--- src/rtl/core/bmg_pkg.sv ---
// shared constants, tables and pipeline word types of the box-muller gaussian source
package bmg_pkg;

    localparam int UNIFORM_BITS = 32;
    localparam int SAMPLE_BITS  = 32;
    localparam int TDATA_W      = ((2 * SAMPLE_BITS + 7) / 8) * 8;
    localparam int ROUND_SH     = 65 - SAMPLE_BITS;

    localparam logic [31:0] UMASK      = 32'((64'd1 << UNIFORM_BITS) - 64'd1);
    localparam logic [31:0] LN2_Q32    = 32'hB172_17F8;
    localparam logic [33:0] PI_Q32     = 34'h3_243F_6A89;
    localparam logic [31:0] PI_QUARTER = 32'(PI_Q32 >> 2);
    localparam logic [32:0] ONE_Q32    = 33'h1_0000_0000;

    localparam logic [SAMPLE_BITS-1:0] SAT_POS = {1'b0, {(SAMPLE_BITS - 1){1'b1}}};
    localparam logic [SAMPLE_BITS-1:0] SAT_NEG = {1'b1, {(SAMPLE_BITS - 1){1'b0}}};

    localparam logic [7:0] SIN_DEN [6] = '{8'd6, 8'd20, 8'd42, 8'd72, 8'd110, 8'd156};
    localparam logic [7:0] COS_DEN [6] = '{8'd2, 8'd12, 8'd30, 8'd56, 8'd90, 8'd132};

    localparam logic [31:0] SIN_RECIP [6] = '{
        32'((64'd1 << 32) / 64'd6),   32'((64'd1 << 32) / 64'd20),
        32'((64'd1 << 32) / 64'd42),  32'((64'd1 << 32) / 64'd72),
        32'((64'd1 << 32) / 64'd110), 32'((64'd1 << 32) / 64'd156)
    };
    localparam logic [31:0] COS_RECIP [6] = '{
        32'((64'd1 << 32) / 64'd2),   32'((64'd1 << 32) / 64'd12),
        32'((64'd1 << 32) / 64'd30),  32'((64'd1 << 32) / 64'd56),
        32'((64'd1 << 32) / 64'd90),  32'((64'd1 << 32) / 64'd132)
    };

    typedef struct packed {
        logic        valid;
        logic        last;
        logic [31:0] angle;
        logic [31:0] z;
        logic [4:0]  lz;
        logic [29:0] f;
    } front_t;

    typedef struct packed {
        logic        valid;
        logic        last;
        logic [31:0] angle;
        logic [37:0] t1;
        logic [61:0] t2;
    } sq1_t;

    typedef struct packed {
        logic        valid;
        logic        last;
        logic [31:0] angle;
        logic [63:0] v;
        logic [63:0] res;
    } root_t;

    typedef struct packed {
        logic        valid;
        logic        last;
        logic [2:0]  oct;
        logic [31:0] amp;
        logic [31:0] xr;
        logic [31:0] x2;
        logic [32:0] hs;
        logic [32:0] hc;
    } trig_t;

    typedef struct packed {
        logic        valid;
        logic        last;
        logic [2:0]  oct;
        logic [31:0] amp;
        logic [32:0] s;
        logic [32:0] c;
    } fin_t;

    typedef struct packed {
        logic        valid;
        logic        last;
        logic        neg_s;
        logic        neg_c;
        logic [63:0] ps;
        logic [63:0] pc;
    } prod_t;

    typedef struct packed {
        logic                   valid;
        logic                   last;
        logic [SAMPLE_BITS-1:0] sine;
        logic [SAMPLE_BITS-1:0] cosine;
    } res_t;

endpackage

--- src/rtl/core/bmg_root_cell.sv ---
// one digit of the integer square root
module bmg_root_cell (
    input  logic           clk,
    input  logic           rst_n,
    input  logic           en,
    input  logic [4:0]     step,
    input  bmg_pkg::root_t din,
    output bmg_pkg::root_t dout
);
    import bmg_pkg::*;

    root_t       w_reg;
    root_t       w_next;
    logic [5:0]  pos;
    logic [63:0] bit_val;
    logic [63:0] trial;

    always_comb
    begin
        pos     = 6'd62 - {step, 1'b0};
        bit_val = 64'd1 << pos;
        trial   = din.res + bit_val;
        w_next  = din;
        if (din.v >= trial)
        begin
            w_next.v   = din.v - trial;
            w_next.res = (din.res >> 1) + bit_val;
        end
        else
        begin
            w_next.res = din.res >> 1;
        end
    end

    always_ff @(posedge clk or negedge rst_n)
    begin
        if (!rst_n)
        begin
            w_reg.valid <= 1'b0;
        end
        else if (en)
        begin
            w_reg <= w_next;
        end
    end

    assign dout = w_reg;

endmodule

--- config.mk ---
export PLATFORM = sky130hd
export DESIGN_NAME = bmg_root_cell
export DESIGN_NICKNAME = d
export VERILOG_FILES = /design/src/rtl/core/bmg_pkg.sv /design/src/rtl/core/bmg_root_cell.sv
export SDC_FILE = /design/constraint.sdc
export NUM_CORES = 1
export LEC_CHECK = 0
export BUFFER_PORTS_ARGS = -buffer_cell sky130_fd_sc_hd__buf_2
export CORE_UTILIZATION = 30
export DETAILED_ROUTE_END_ITERATION = 12
export SLEW_MARGIN = 40
export SYNTH_ARGS = -nofsm -noshare
export SYNTH_HDL_FRONTEND = slang
export SYNTH_SLANG_ARGS = --single-unit
--- constraint.sdc ---
create_clock -name clk -period 2.2 [get_ports clk]
set_clock_uncertainty 0.1 [all_clocks]
set_input_delay 0.22 -clock clk [delete_from_list [all_inputs] [get_ports clk]]
set_output_delay 0.22 -clock clk [all_outputs]
set_load 0.005 [all_outputs]
Word level (Yosys, flattened, before mapping)
Index checks and enable logic that the tools add are counted. W data, S select, Z words.

Equality and inequality tests: 0. Add/sub/neg operators: 4. Bitwise gates (word level): 0. Div/mod/pow operators: 0. Mux-type cells: 2. Multipliers: 0. Reductions and logical operators: 1. Shift operators: 1. Magnitude comparators: 1.

Operators with widths (number): $add A63 B64 Y64 (1); $add A64 B64 Y64 (1); $ge A64 B64 Y1 (1); $mux W64 (1); $shl A1 B6 Y64 const A (1); $sub A64 B64 Y64 (1); $mux W63 (1); $sub A6 B6 Y6 const A (1); $reduce_and A2 Y1 (1).

Memory bits (writable): 0. Output and inout port bits: 162. Memories kept: 0. Logic and storage cells: 15. Bits in registers: 162. Memory bits (read-only): 0. Input bits: 170. Latch bits: 0.

Longest topological paths before layout
Gate-level depths: netlist of the first run.

Depth after elaboration: 5. Gate-level depth with buffers: 28. Mapped depth without buffers: 25.

Least setup slack after synthesis of the first run
No wires, ideal clock.

Path kind: input to register. Start point: input port step[0]. End point: register w_reg (netlist bit dout[59]) (data pin). Path buffers: 4. Library setup time: 0.271 ns. Path slack: -3.451 ns. Stages: 28. Arrival: 5.280 ns. Data required time: 1.829 ns. Path through: or2_2 -> clkbuf_1 -> nor2_1 -> ha_1 -> and2_4 -> a31o_1 -> maj3_2 -> a31o_1 -> o311ai_1 -> nand2_2 -> a41o_4 -> a21boi_1 -> o21bai_1 -> xnor2_1 -> ha_1 -> clkbuf_1 -> a21o_1 -> a21oi_1 -> o21bai_1 -> a31oi_1 -> o21ai_0 -> nand3b_1 -> a2111o_1 -> and2_1 -> buf_2 -> buf_6 -> o2111ai_1 -> o311ai_1.

RTL lines: start: declaration (RTL line bmg_root_cell.sv:6) `input logic [4:0] step,`; end signal: assignment (RTL line bmg_root_cell.sv:43) `w_reg <= w_next;`; end: declaration (RTL line bmg_root_cell.sv:12) `root_t w_reg;`.

==> results.md, run 1 <==
- Place WS: -3820 ps
- Most frequent CP cell: nor2_1
- Number of routed nets with antenna violations: 0
- Vias in the first global route: 18100
- I/O pin cnt: 332
- RePlAce Congestion: 0.977
- Port Buffer Count: 331
- # DRC: 0
- Fin. Hold Viols: 0
- Most common cell after layout, fill and taps aside: buf_4
- Crit-path max FO: 9
- Worst-Margin Slew: 685 ps
- Final WS setup: -2990 ps
- Starting density of the core: 0.307
- Maximum clock frequency: 193 MHz
- Worst VDD drop: 0.604 mV
- Startpoint Class: input port
- Inserted Clock Buffers: 17
- Sequential area share after synthesis: 0.321
- WP data required: 2390 ps
- Global route overflow: 0
- CP Capture Type: flop
- Root buf cell: clkbuf_16
- CTS max path bufs: 2
- CP max-delay cell: a2111o_1
- #FFs+latches synth: 162
- Via count: 18400
- P_leak: 12.0 nW
- Layout cells sized above 1: 0.506
- Max reg flops: 162
- TritonCTS clock tree: yes
- Die Width: 227 um
- Row cnt: 81
- Mean Syn Cell Area: 8.54 sq um
- Slew headroom: 0.532
- CP peak stage delay: 450 ps
- Setup violators final: 128
- Cells after Synth: 1773
- Dpl hpwl: 53800 um
- Final period utilization: 2.36
- Worst path arrival time: 5380 ps
- Outcome: complete, but fails checks
- Final net count: 3218
- Warnings, synthesis: 0
- DRT iter0 DRCs: 1257
- Final Util: 0.546
- Violations in the final reports: setup timing
- GRT Overall Usage: 0.263
- CP Buf/Inv Count: 5
- Htree depth: 4
- Core area: 0.0494 sq mm
- Die height: 227 um
- Commonest cells after routing, fill and taps aside: buf_4 (742), buf_2 (327), nand2_1 (181)
- CTS sink cnt: 162
- Setup CP Type: in -> reg
- Worst skew pair latency: 490 ps
- Post-synth net total: 2070
- Drt wl/cell: 19.1 um
- TritonRoute pass-1 iters: 5
- Post-synth EDFFs: 161
- Fill cells: 4486
- Drt total wl: 68700 um
- Area Growth Syn to Fin: 78.0%
- Min cycle time layout: 5190 ps
- Max-slew violation count: 0
- Final Instance Count excl. Fillers: 3602
- Placed Instances: 3431
- DR vias/cell: 5.10
- Fraction of registers with async set/reset: 0.00617
- Max-Cap Viols: 0
- Final Power: 0.0133 W
- Initial antenna violation count: 4
- Largest net degree at the start of global routing: 30
- Die area: 0.0514 sq mm
- Ys flop type: edfxtp_1
- Reg clk slew, reported paths: 70 ps
- Cell Area, Synth: 0.0151 sq mm
- First-pass GRT wire length: 102000 um
- Power Density: 494 mW/mm^2
- Unrepaired setup endpoints after global routing: yes
- Library cells used by synthesis: 92
- CP top delay family: compound AO/OA/AOI/OAI gates
- Worst hold path class: in -> reg
## routing by layer
metal,up-vias,track usage,part of all wire
li1,8924,-,-
met1,8695,0.358,0.45
met2,615,0.402,0.45
met3,122,0.0398,0.057
met4,0,0.134,0.042
met5,-,0,0
## area by class of cell
cell class | count | area (sq um) | area share
Multi-Input combinational cell | 1503 | 11400 | 0.425
Timing Repair Buffer | 1200 | 9050 | 0.336
Sequential cell | 162 | 4860 | 0.180
Tap cell | 664 | 831 | 0.0308
Clock buffer | 17 | 425 | 0.0158
Clock inverter | 15 | 194 | 0.00719
Inverter | 37 | 139 | 0.00515
Antenna cell | 4 | 10.0 | 0.000371
## report_power, final
group | switching, W | total, W | internal (W)
combinational | 0.00311 | 0.00621 | 0.00309
sequential | 0.0000891 | 0.00387 | 0.00378
clock | 0.00151 | 0.00323 | 0.00172
## kinds of logic (layout without fill, tap and decap cells)
logic type,after synthesis,count (layout),share of synthesized area
XOR/XNOR,182,182,0.105
flip-flops,162,162,0.321
AO/OA/AOI/OAI,561,561,0.239
adder cells (fa/ha/maj),131,131,0.108
buffers and inverters,109,1269,0.0320
AND/OR/NAND/NOR,626,627,0.193
multiplexers,2,2,0.00149
other,0,4,0
## synthesized netlist by cell type (all sizes together) (31+ instances only)
cell type    n  area [sq um]
clkbuf      37           144
xnor2       94           823
nor2       188           706
nand3       34           175
xor2        88           771
edfxtp     161          4830
nand4       44           275
a21o        31           233
inv         37           139
ha         126          1580
o21bai      40           300
a31oi       53           362
nand2      210           791
a21oi      168           863
o21ai      142           726
buf         35           201
## what timing repair did
| item | CTS | global route |
|---|---|---|
| buffers inserted | 37 | 24 |
| hold endpoints to repair | 59 | 0 |
| gates cloned | 14 | 3 |
| setup endpoints to repair | 128 | 128 |
| pin swaps | 72 | 58 |
| hold buffers | 61 | 0 |
| gates resized for setup | 285 | 151 |
## per-stage QoR
stage	hold slack (ps)	setup TNS [ps]	cell area (sq um)
after floorplan	-176	-386150	15400
after global placement	-99.0	-452920	23100
after detailed placement	-95.5	-461880	23100
after CTS	5.52	-365040	26100
after global routing	36.9	-392530	27000
final	36.0	-369340	27000
## worst register-to-register path: stages, from the launching register on
cell and delay [ps]:
dfrtp_1 400, mux2_2 270, dlygate4sd3_1 550
## final timing paths
path,from,end,slack (ps),depth (start not counted)
hold / removal,din[71],dout[71]$_DFFE_PP_,40,4
min in group asynchronous,rst_n,dout[161]$_DFFE_PN0P_,500,3
max in group asynchronous,rst_n,dout[161]$_DFFE_PN0P_,1400,3
setup / recovery,step[2],dout[111]$_DFFE_PP_,-2990,28
hold reg to reg,dout[161]$_DFFE_PN0P_,dout[161]$_DFFE_PN0P_,1000,2
setup reg to reg,dout[161]$_DFFE_PN0P_,dout[161]$_DFFE_PN0P_,770,2
Note: power is estimated with default switching activity, not from simulation.
==> run 2, diff against run 1 <==
--- a/config.mk
+++ b/config.mk
@@ -8,6 +8,7 @@
 export BUFFER_PORTS_ARGS = -buffer_cell sky130_fd_sc_hd__buf_2
 export CORE_UTILIZATION = 30
 export DETAILED_ROUTE_END_ITERATION = 12
+export PLACE_DENSITY = 0.47
 export SLEW_MARGIN = 40
 export SYNTH_ARGS = -nofsm -noshare
 export SYNTH_HDL_FRONTEND = slang
==> results.md, run 2 (synthesis gave the netlist of run 1 again) <==
- Worst VDD drop: 0.642 mV (was 0.604 mV)
- P_leak: 12.1 nW (was 12.0 nW)
- CTS max path bufs: 2 (unchanged)
- Layout cells sized above 1: 0.519 (was 0.506)
- DR vias/cell: 4.97 (was 5.10)
- Drt wl/cell: 19.3 um (was 19.1 um)
- Cell-internal power: 0.00867 W (was 0.00860 W)
- GRT Overall Usage: 0.263 (about the same)
- Die area: 0.0514 sq mm (unchanged)
- Die Width: 227 um (unchanged)
- # DRC: 0 (unchanged)
- Vias in the first global route: 17700 (was 18100)
- Maximum clock frequency: 193 MHz (about the same)
- Outcome: complete, but fails checks (unchanged)
- Commonest cells after routing, fill and taps aside: buf_4 (757), buf_2 (327), nand2_1 (169) (was buf_4 (742), buf_2 (327), nand2_1 (181))
- Violations in the final reports: setup timing (unchanged)
- Htree depth: 4 (unchanged)
- Max-Cap Viols: 0 (unchanged)
- Final net count: 3248 (was 3218)
- Sequential fraction of design power: 0.287 (was 0.291)
- Worst hold path class: in -> reg (unchanged)
- Dpl hpwl: 53300 um (was 53800 um)
- First-pass GRT wire length: 101000 um (was 102000 um)
- Number of routed nets with antenna violations: 0 (unchanged)
- CTS sink cnt: 162 (unchanged)
- Power Density: 492 mW/mm^2 (was 494 mW/mm^2)
- Switch Pwr: 0.00484 W (was 0.00471 W)
- Worst path arrival time: 5300 ps (was 5380 ps)
- TritonCTS clock tree: yes (unchanged)
- Startpoint Class: input port (unchanged)
- Max reg flops: 162 (unchanged)
- Unrepaired setup endpoints after global routing: yes (unchanged)
- Inserted Clock Buffers: 17 (unchanged)
- Root buf cell: clkbuf_16 (unchanged)
- Placed Instances: 3439 (was 3431)
- Worst-Margin Slew: 706 ps (was 685 ps)
- DRT iter0 DRCs: 1241 (was 1257)
- WP data required: 2330 ps (was 2390 ps)
- Port Buffer Count: 331 (unchanged)
- Final WS setup: -2970 ps (was -2990 ps)
- Clock power frac: 0.240 (was 0.243)
- Final Instance Count excl. Fillers: 3632 (was 3602)
- Final Power: 0.0135 W (was 0.0133 W)
- Die height: 227 um (unchanged)
- Area Growth Syn to Fin: 81.3% (was 78.0%)
- RePlAce Congestion: 0.909 (was 0.977)
- Final period utilization: 2.35 (was 2.36)
- I/O pin cnt: 332 (unchanged)
- Core area: 0.0494 sq mm (unchanged)
- Comb power frac: 0.473 (was 0.466)
- Drt total wl: 70100 um (was 68700 um)
- Starting density of the core: 0.307 (unchanged)
- Worst skew pair latency: 490 ps (about the same)
- Crit-path max FO: 7 (was 9)
- Setup violators final: 128 (unchanged)
- Global route overflow: 0 (unchanged)
- Via count: 18100 (was 18400)
- Max-slew violation count: 0 (unchanged)
- Min cycle time layout: 5170 ps (was 5190 ps)
- Most common cell after layout, fill and taps aside: buf_4 (unchanged)
- CP Capture Type: flop (unchanged)
- Fin. Hold Viols: 0 (unchanged)
- Setup CP Type: in -> reg (unchanged)
- Largest net degree at the start of global routing: 34 (was 30)
- Reg clk slew, reported paths: 70 ps (about the same)
- Slew headroom: 0.524 (was 0.532)
- Initial antenna violation count: 8 (was 4)
- Switching Fraction: 0.358 (was 0.354)
- TritonRoute pass-1 iters: 5 (unchanged)
- Min Hold Slack: 26.7 ps (was 36.0 ps)
- Row cnt: 81 (unchanged)
-- run 2: final timing paths --
path                                       startpoint                     to  slack (ps)  depth (start not counted)
worst max-delay path                          step[1]     dout[96]$_DFFE_PP_       -2970                         28
worst min-delay path                         din[126]    dout[126]$_DFFE_PP_          30                          3
worst max register to register  dout[161]$_DFFE_PN0P_  dout[161]$_DFFE_PN0P_         810                          2
worst min register to register  dout[161]$_DFFE_PN0P_  dout[161]$_DFFE_PN0P_         940                          2
max in group asynchronous                       rst_n  dout[161]$_DFFE_PN0P_        1400                          3
min in group asynchronous                       rst_n  dout[161]$_DFFE_PN0P_         500                          3
-- run 2: area by class of cell --
type	count	area, sq um
clock inverter	15	169
antenna	4	10.0
sequential	162	4860
inverter	37	139
clock buffer	17	425
multi-input combinational	1503	11700
fill	4651	21900
tap	664	831
timing repair buffer	1230	9360
-- run 2: power groups by stage --
stage | Clock [W] | Combinational (W) | Sequential, W
final | 0.00325 | 0.00639 | 0.00387
after global routing | 0.00341 | 0.00682 | 0.00389
after CTS | 0.00333 | 0.00568 | 0.00388
after detailed placement | 0 | 0.00470 | 0.00394
after global placement | 0 | 0.00470 | 0.00394
after floorplan | 0 | 0.00215 | 0.00396
-- run 2: critical path, stage by stage --
cell,delay (ps)
buf_6,100
or2_4,270
nor2_4,150
ha_4,220
and2_4,150
a31o_1,190
maj3_2,300
a31o_4,260
o311ai_4,250
nand2_2,150
a41o_4,290
buf_4,150
xnor2_1,110
buf_4,150
ha_1,310
buf_4,170
nand2_1,90
o21a_1,190
o21ai_0,140
a21oi_2,190
nor2_1,60
a2111o_1,410
buf_6,150
and2_4,210
buf_12,150
buf_16,130
nor2_4,100
a21oi_4,40
-- run 2: repair_timing --
action	4_1_cts	5_1_grt
setup buffers	44	23
hold buffers	76	0
cloned	11	11
hold endpoints to repair	74	0
pin swaps	76	49
setup endpoints to repair	128	128
resized for setup	247	253
-- run 2: through the flow --
stage,setup WS [ps],area [sq um],TNS [ps],util
floorplan,-3080,15400,-386150,-
global placement,-4010,23100,-496280,0.469
detailed placement,-4010,23100,-502090,0.469
CTS,-2850,26200,-353850,0.530
global route,-3150,27400,-389520,0.556
finish,-2970,27400,-366100,0.556
-- run 2: per-layer routing --
layer,vias to the layer above,part of all wire,GRT usage,wire [um]
li1,8977,-,-,-
met1,8525,0.49,0.377,34200
met2,475,0.45,0.404,31300
met3,78,0.044,0.0384,3060
met4,4,0.022,0.0789,1570
met5,-,0.00044,0,31
==> run 3, diff against run 2 <==
--- a/config.mk
+++ b/config.mk
@@ -6,9 +6,13 @@
 export NUM_CORES = 1
 export LEC_CHECK = 0
 export BUFFER_PORTS_ARGS = -buffer_cell sky130_fd_sc_hd__buf_2
+export CELL_PAD_IN_SITES_DETAIL_PLACEMENT = 1
+export CELL_PAD_IN_SITES_GLOBAL_PLACEMENT = 2
 export CORE_UTILIZATION = 30
 export DETAILED_ROUTE_END_ITERATION = 12
-export PLACE_DENSITY = 0.47
+export GPL_TIMING_DRIVEN = 1
+export PLACE_DENSITY = 0.73
+export SETUP_SLACK_MARGIN = 0.3
 export SLEW_MARGIN = 40
 export SYNTH_ARGS = -nofsm -noshare
 export SYNTH_HDL_FRONTEND = slang
==> results.md, run 3 (synthesis gave the netlist of run 1 again) <==
- Outcome: complete, but fails checks (unchanged)
- Violations in the final reports: hold timing, setup timing (was setup timing)
- Slew headroom: 0.624 (was 0.524)
- CP Capture Type: flop (unchanged)
- Htree depth: 4 (unchanged)
- Worst VDD drop: 0.470 mV (was 0.642 mV)
- Maximum clock frequency: 185 MHz (was 193 MHz)
- RePlAce Congestion: 0.958 (was 0.909)
- TritonCTS clock tree: yes (unchanged)
- R2R depth: 2 (unchanged)
- Most common cell after layout, fill and taps aside: buf_4 (unchanged)
- DR vias/cell: 5.18 (was 4.97)
- First-pass GRT wire length: 114000 um (was 101000 um)
- CTS max path bufs: 2 (unchanged)
- Final net count: 3215 (was 3248)
- Port Buffer Count: 331 (unchanged)
- Inserted Clock Buffers: 17 (unchanged)
- Number of routed nets with antenna violations: 0 (unchanged)
- TritonRoute pass-1 iters: 5 (unchanged)
- Worst hold path class: in -> reg (unchanged)
- Place WS: -3990 ps (was -4010 ps)
- Starting density of the core: 0.307 (unchanged)
- WP data required: 2360 ps (was 2330 ps)
- Vias in the first global route: 19600 (was 17700)
- Row cnt: 81 (unchanged)
- Largest net degree at the start of global routing: 55 (was 34)
- Initial antenna violation count: 7 (was 8)
- Worst skew pair latency: 500 ps (was 490 ps)
- Fin. Hold Viols: 1 (was 0)
- Min cycle time layout: 5390 ps (was 5170 ps)
- Via count: 18600 (was 18100)
- Final Power: 0.0133 W (was 0.0135 W)
- Placed Instances: 3421 (was 3439)
- Reg2reg setup slack: 780 ps (was 810 ps)
- Power Density: 495 mW/mm^2 (was 492 mW/mm^2)
- Die area: 0.0514 sq mm (unchanged)
- Setup violators final: 128 (unchanged)
- Commonest cells after routing, fill and taps aside: buf_4 (735), buf_2 (328), nand2_1 (186) (was buf_4 (757), buf_2 (327), nand2_1 (169))
- Final period utilization: 2.45 (was 2.35)
- Drt total wl: 77800 um (was 70100 um)
- Startpoint Class: input port (unchanged)
- Area Growth Syn to Fin: 76.7% (was 81.3%)
- I/O pin cnt: 332 (unchanged)
- Reg2reg end: dout[161]$_DFFE_PN0P_ (unchanged)
- Unrepaired setup endpoints after global routing: yes (unchanged)
- Crit path to: dout[22]$_DFFE_PP_ (was dout[96]$_DFFE_PP_)
- Max reg flops: 162 (unchanged)
- Worst R2R Start: dout[161]$_DFFE_PN0P_ (unchanged)
- DRT iter0 DRCs: 1009 (was 1241)
- # DRC: 0 (unchanged)
- Final Instance Count excl. Fillers: 3599 (was 3632)
- Core area: 0.0494 sq mm (unchanged)
- Min Hold Slack: -73.4 ps (was 26.7 ps)
- Crit-path max FO: 7 (unchanged)
- Worst-Margin Slew: 559 ps (was 706 ps)
- Worst setup startpoint: step[0] (was step[1])
- Worst path arrival time: 5550 ps (was 5300 ps)
- Die Width: 227 um (unchanged)
- GRT Overall Usage: 0.297 (was 0.263)
- P_leak: 11.8 nW (was 12.1 nW)
- Die height: 227 um (unchanged)
- Max-Cap Viols: 0 (unchanged)
- CTS sink cnt: 162 (unchanged)
- Global route overflow: 0 (unchanged)
- Setup CP Type: in -> reg (unchanged)
- Dpl hpwl: 58800 um (was 53300 um)
- Reg clk slew, reported paths: 80 ps (was 70 ps)
- Max-slew violation count: 0 (unchanged)
- Final WS setup: -3190 ps (was -2970 ps)
- Root buf cell: clkbuf_16 (unchanged)
- Layout cells sized above 1: 0.504 (was 0.519)
- Cts hold-fix bufs: 76 (unchanged)
- Drt wl/cell: 21.6 um (was 19.3 um)
run 3: cell types whose count changed in the layout (fill, tap and decap cells not counted), sizes merged:
cell / before / now
and2: 26 / 29
buf: 1145 / 1115
bufinv: 2 / 0
clkbuf: 26 / 20
clkinv: 1 / 11
clkinvlp: 4 / 0
inv: 45 / 41
run 3: cell type report:
cell class	count	area, sq um
fillers	5881	22600
inverters	37	139
well taps	664	831
repair buffers	1194	8860
clock inverters	15	204
flip-flops and latches	162	4860
diodes	4	10.0
clock buffers	17	425
multi-input cells	1506	11400
run 3: worst min path at each step:
stage | start | end | slack, ps | cells after the start
after floorplan | rst_n | dout[161]$_DFFE_PN0P_ | -180 | 0
after global placement | rst_n | dout[161]$_DFFE_PN0P_ | -100 | 1
after detailed placement | rst_n | dout[161]$_DFFE_PN0P_ | -90 | 1
after CTS | din[121] | dout[121]$_DFFE_PP_ | -90 | 3
after global routing | din[121] | dout[121]$_DFFE_PP_ | -80 | 3
final | din[121] | dout[121]$_DFFE_PP_ | -70 | 3
run 3: repair_timing:
item | CTS | global route
gates resized for setup | 178 | 229
pin swaps | 57 | 75
gates cloned | 10 | 4
endpoints found under the setup margin | 128 | 128
buffers inserted | 28 | 24
endpoints found under the hold margin | 75 | 1
run 3: report_power, final:
part	internal [W]	leakage (nW)	total [W]	switching [W]
combinational	0.00294	9.97	0.00612	0.00318
sequential	0.00378	1.52	0.00388	0.0000990
clock	0.00155	0.301	0.00325	0.00170
run 3: routing by layer:
metal | track usage | vias up | share of wire
li1 | - | 8905 | -
met1 | 0.403 | 9114 | 0.46
met2 | 0.479 | 499 | 0.46
met3 | 0.0411 | 111 | 0.043
met4 | 0.102 | 4 | 0.032
met5 | 0 | - | 0.00035
run 3: critical path, stage by stage:
cell and delay [ps]:
buf_6 100, or2_4 260, buf_12 130, nor2_4 100, ha_4 220, and2_4 140
a31o_1 200, maj3_2 320, a31o_4 260, o311ai_4 280, nand2_2 120, a41o_4 280
a21oi_4 180, xor2_2 210, ha_1 280, buf_4 160, a21oi_1 170, o21ai_2 100
a211oi_2 260, o31ai_2 120, a21oi_1 180, nor2_1 70, a2111o_1 450, and2_4 290
buf_12 190, buf_8 130, nor2_4 80, a21oi_2 40
run 3: per-stage QoR:
stage                      util  area (sq um)  TNS [ps]
after floorplan               -         15400   -386150
after global placement    0.466         23000   -468060
after detailed placement  0.466         23000   -487620
after CTS                 0.516         25500   -382000
after global routing      0.542         26800   -412740
final                     0.542         26800   -397020
